**src/sv/dmf_pkg.sv**
```systemverilog
`timescale 1ns / 1ps

package dmf_pkg;

    localparam int NODE_W     = 6;
    localparam int CAP_IN_W   = 32;
    localparam int FLOW_W     = 48;
    localparam int NCOUNT_W   = 7;
    localparam int CFG_W      = 7;
    localparam int CFG_IDX_W  = 2;

    localparam logic [FLOW_W-1:0] FLOW_MAX = '1;

    typedef enum logic [CFG_IDX_W-1:0] {
        REG_NODE_COUNT = 2'd0,
        REG_SOURCE     = 2'd1,
        REG_SINK       = 2'd2
    } dmf_reg_t;

    typedef struct packed {
        logic                action;
        logic [NODE_W-1:0]   from_node;
        logic [NODE_W-1:0]   to_node;
        logic [CAP_IN_W-1:0] capacity;
    } dmf_in_t;

    typedef struct packed {
        logic [FLOW_W-1:0] max_flow;
        logic              saturated;
    } dmf_out_t;

    typedef enum logic [4:0] {
        S_CLEAR,
        S_IDLE,
        S_ADD,
        S_START,
        S_BINIT,
        S_BSEED,
        S_BPOP,
        S_BU,
        S_BLU,
        S_BSCAN,
        S_BCHK,
        S_BEND,
        S_BSNK,
        S_PINIT,
        S_FLOAD,
        S_FLOADED,
        S_FSCAN,
        S_FCHK,
        S_ARD,
        S_AWR1,
        S_AWR2,
        S_POP,
        S_POPW,
        S_POPL,
        S_PEND,
        S_FINISH
    } dmf_state_t;

    typedef struct packed {
        dmf_state_t op;
        logic       in_ready;
        logic       in_take;
    } dmf_cmd_t;

    typedef struct packed {
        logic in_valid;
        logic in_action;
        logic range_ok;
        logic same_node;
        logic clr_last;
        logic init_last;
        logic q_empty;
        logic w_last;
        logic snk_unr;
        logic ep_end;
        logic chk_ok;
        logic chk_sink;
        logic cap_zero;
        logic depth_one;
        logic out_busy;
    } dmf_stat_t;

endpackage

```
**src/sv/dmf_ctrl.sv**
```systemverilog
`timescale 1ns / 1ps

module dmf_ctrl (
    input  logic              clk,
    input  logic              rst_n,
    input  dmf_pkg::dmf_stat_t stat,
    output dmf_pkg::dmf_cmd_t  cmd
);
    import dmf_pkg::*;

    dmf_state_t state_reg;
    dmf_state_t state_next;

    always_ff @(posedge clk or negedge rst_n)
    begin
        if (!rst_n)
        begin
            state_reg <= S_CLEAR;
        end
        else
        begin
            state_reg <= state_next;
        end
    end

    always_comb
    begin
        state_next = state_reg;
        case (state_reg)
            S_CLEAR:   if (stat.clr_last) state_next = S_IDLE;
            S_IDLE:
            begin
                if (stat.in_valid)
                begin
                    state_next = stat.in_action ? S_START : S_ADD;
                end
            end
            S_ADD:     state_next = S_IDLE;
            S_START:
            begin
                if (!stat.range_ok || stat.same_node)
                begin
                    state_next = S_FINISH;
                end
                else
                begin
                    state_next = S_BINIT;
                end
            end
            S_BINIT:   if (stat.init_last) state_next = S_BSEED;
            S_BSEED:   state_next = S_BPOP;
            S_BPOP:    state_next = stat.q_empty ? S_BEND : S_BU;
            S_BU:      state_next = S_BLU;
            S_BLU:     state_next = S_BSCAN;
            S_BSCAN:   state_next = S_BCHK;
            S_BCHK:    state_next = stat.w_last ? S_BPOP : S_BSCAN;
            S_BEND:    state_next = S_BSNK;
            S_BSNK:    state_next = stat.snk_unr ? S_FINISH : S_PINIT;
            S_PINIT:   state_next = S_FLOAD;
            S_FLOAD:   state_next = S_FLOADED;
            S_FLOADED: state_next = S_FSCAN;
            S_FSCAN:   state_next = stat.ep_end ? S_POP : S_FCHK;
            S_FCHK:
            begin
                if (!stat.chk_ok)
                begin
                    state_next = S_FSCAN;
                end
                else if (stat.chk_sink)
                begin
                    state_next = S_ARD;
                end
                else
                begin
                    state_next = S_FLOAD;
                end
            end
            S_ARD:     state_next = S_AWR1;
            S_AWR1:    state_next = S_AWR2;
            S_AWR2:    state_next = stat.cap_zero ? S_POP : S_FSCAN;
            S_POP:     state_next = stat.depth_one ? S_PEND : S_POPW;
            S_POPW:    state_next = S_POPL;
            S_POPL:    state_next = S_ARD;
            S_PEND:    state_next = S_BINIT;
            S_FINISH:  if (!stat.out_busy) state_next = S_CLEAR;
            default:   state_next = S_CLEAR;
        endcase
    end

    always_comb
    begin
        cmd.op       = state_reg;
        cmd.in_ready = (state_reg == S_IDLE);
        cmd.in_take  = (state_reg == S_IDLE) && stat.in_valid;
    end

endmodule

```
**config.mk**
```make
export PLATFORM = sky130hd
export DESIGN_NAME = dmf_ctrl
export DESIGN_NICKNAME = d
export VERILOG_FILES = /design/src/sv/dmf_pkg.sv /design/src/sv/dmf_ctrl.sv
export SDC_FILE = /design/constraint.sdc
export NUM_CORES = 1
export LEC_CHECK = 0
export BUFFER_PORTS_ARGS = -buffer_cell sky130_fd_sc_hd__buf_2
export CORE_MARGIN = 2
export CORE_UTILIZATION = 30
export CTS_CLUSTER_SIZE = 40
export DETAILED_ROUTE_END_ITERATION = 10
export GPL_ROUTABILITY_DRIVEN = 0
export SYNTH_ARGS = -nofsm -noshare
export SYNTH_HDL_FRONTEND = slang
export SYNTH_SLANG_ARGS = --single-unit
```
**constraint.sdc**
```tcl
create_clock -name clk -period 1.8 [get_ports clk]
set_clock_uncertainty 0.15 [all_clocks]
set_input_delay 0 -clock clk [delete_from_list [all_inputs] [get_ports clk]]
set_output_delay 0 -clock clk [all_outputs]
set_load 0.05 [all_outputs]
```
==> metrics.cfg <==
[routing]
vias_per_cell = 5.41
first_pass_iters = 4
wl_um = 2090
dr_total_vias = 838
drc_errors = 0
drt_iter0_markers = 23
ant_nets = 0
wl_per_cell_um = 13.5

[die]
rows = 17
die_h_um = 51.4
core_area_um2 = 2170
die_w_um = 51.4
io_pins = 24
initial_utilization = 0.311
fp.dieArea_um2 = 2640

[cells_and_area]
final_cell_mix = buf_2, nor2_1, nand2_1, a21oi_1, buf_4
largest_reg_flops = 5
drive_gt1_frac = 0.425
nNetsFinal = 145
area_growth_pct = 38.6
antenna_cells = 0
final_cell_area_um2 = 935
final_common_cell = buf_2

[cts]
cts_sinks = 5
tritoncts = built
cts_buffer_depth = 2
clk_latency_ns = 0.24
cts_max_level = 1
clkTransAtPathRegs_ns = 0.05
cts-root-buf = clkbuf_4
cts_buffers = 3

[power]
vdd_drop_max_v = 0.00105
power_density_nw_per_um2 = 1850
power.leakage_nw = 0.415

[sta]
clock.fmax_ghz = 0.573
fin_setup_tns_ns = 0
setup_viol = 0
post-route-min-period_ns = 1.75
hold_violations = 0
drv_slew = 0
worstMarginPinSlew_ns = 0.397
post-route-worst-setup-slack_ns = 0.0533
rsz0062_at_grt = no
slew-limit-headroom = 0.736
finalCritPeriodShare = 0.970

[global_routing]
antenna_found_initial = 0
grt_max_degree = 21
grt_pass1_wl_um = 3440
grt_usage = 0.167
grt_pass1_vias = 811
overflow = 0

[synthesis]
synth_cells = 93
synth.distinct_cells = 36
yosysSeqAreaShare = 0.186
syn-mean-instance-area_um2 = 7.25
yosysTopAreaCell = dfrtp_1
syn-num-nets = 110
synth-edff-count = 0
async_flop_share = 1.00
synth_top_cell_area_share = 0.186
yosys_warnings = 0
ys_seq_elements = 5
netlist_area_um2 = 674
synth_top_flop_cell = dfrtp_1
synth.area.top_cells = dfrtp_1, a21oi_1, buf_6

[critical_path]
crit_required_ns = 1.65
start_kind = flip-flop
crit_slowest_cell = dfrtp_2
rrSetupSlack_ns = 0.16
cp-startpoint = state_reg[1]
cpLargestDelayFamily = simple AND/OR/NAND/NOR gates
crit_path_max_fanout = 8
critPathKind = flip-flop to output pin
cp-end-kind = output pin
rr_startpoint = state_reg[3]
path_cells = and2b_1 -> and3_2 -> and2_2 -> clkbuf_4
worst-path-stages = 4
critPathMaxStageDelay_ns = 0.48
r2r_end = state_reg[4]
worstRegToRegCells = 6
critPathCapture = cmd[0]
crit_arrival_ns = 1.60
path_buf_inv = 1

[status]
status = finished, final reports clean

[placement]
place_ws_ns = 0.0726
dpl.hpwl_um = 1520
io_buffer_count = 23
placed_area_um2 = 825

[run]
cap_violations = 0

[hold_path]
hp-class = input pin to flip-flop

synthesized netlist by cell type (2+ instances only):
master    count
buf_4         3
a31oi_1       4
nand4_1       2
nor3_1        5
nand2_1       8
dfrtp_1       5
o21ai_0       6
nand3_1       2
buf_6         3
a21oi_1       8
a211o_1       2
inv_2         3
o22ai_1       2
nor2_1        8
nand2_2       2
o211ai_1      3
nand2b_1      2
o21ai_1       2
nor2_2        2
nor2b_1       5
report_power, final:
part	switching [W]	internal, W	total [W]	leakage, nW
combinational	0.000771	0.000512	0.00128	0.342
clock	0.0000512	0.0000842	0.000135	0.0150
sequential	0.000132	0.000176	0.000308	0.0580
total	0.000955	0.000772	0.00173	0.415
repair_timing:
action,CTS,global route
hold buffers,5,0
buffers inserted,0,3
hold endpoints to repair,7,0
gates resized for setup,2,3
gates cloned,0,0
setup endpoints to repair,1,1
stage by stage:
step	std cells	hold WS, ns	util	total power [W]
2_1_floorplan	93	-0.446	-	0.00126
3_3_place_gp	143	-0.330	0.380	0.00151
3_5_place_dp	143	-0.329	0.380	0.00151
4_1_cts	152	0.00523	0.416	0.00166
5_1_grt	155	0.0364	0.431	0.00186
6_report	155	0.00744	0.431	0.00173
worst min path at each step:
stage	start	endpoint	slack (ns)	cells past startpoint
floorplan	rst_n	state_reg[0]	-0.45	0
global placement	rst_n	state_reg[1]	-0.33	1
detailed placement	rst_n	state_reg[1]	-0.33	1
CTS	stat[0]	state_reg[1]	0.005	4
global route	stat[0]	state_reg[1]	0.04	4
finish	stat[0]	state_reg[1]	0.007	4
layer usage:
layer / vias to the layer above / part of all wire / GRT usage / routed length, um
li1: 410 / - / - / -
met1: 401 / 0.43 / 0.204 / 904
met2: 23 / 0.50 / 0.291 / 1050
met3: 4 / 0.043 / 0 / 91
met4: 0 / 0.021 / 0.101 / 43
met5: - / 0 / 0 / 0
cell type report:
type / instances / area, um^2
clock buffer: 4 / 26.3
fill: 245 / 1230
timing repair buffer: 37 / 248
multi-input combinational: 77 / 475
sequential: 5 / 131
tap: 28 / 35.0
inverter: 4 / 18.8
worst register-to-register path, cell delays in order, from the launching register on:
cell and delay [ns]:
dfrtp_1 0.58, inv_2 0.11, nor2_1 0.22, buf_4 0.16, nand4_1 0.13, o21ai_0 0.12, a211o_1 0.12
cell families (layout without fill, tap and decap cells):
logic type	after synthesis	count (layout)	share of synthesized area
fa+ha+maj	1	1	0.0167
xor+xnor	1	1	0.0130
simple gates	41	41	0.323
flops	5	5	0.186
buf+inv	11	45	0.113
compound gates	33	33	0.334
mux	1	1	0.0148
Power figures use the tool's default switching activity.
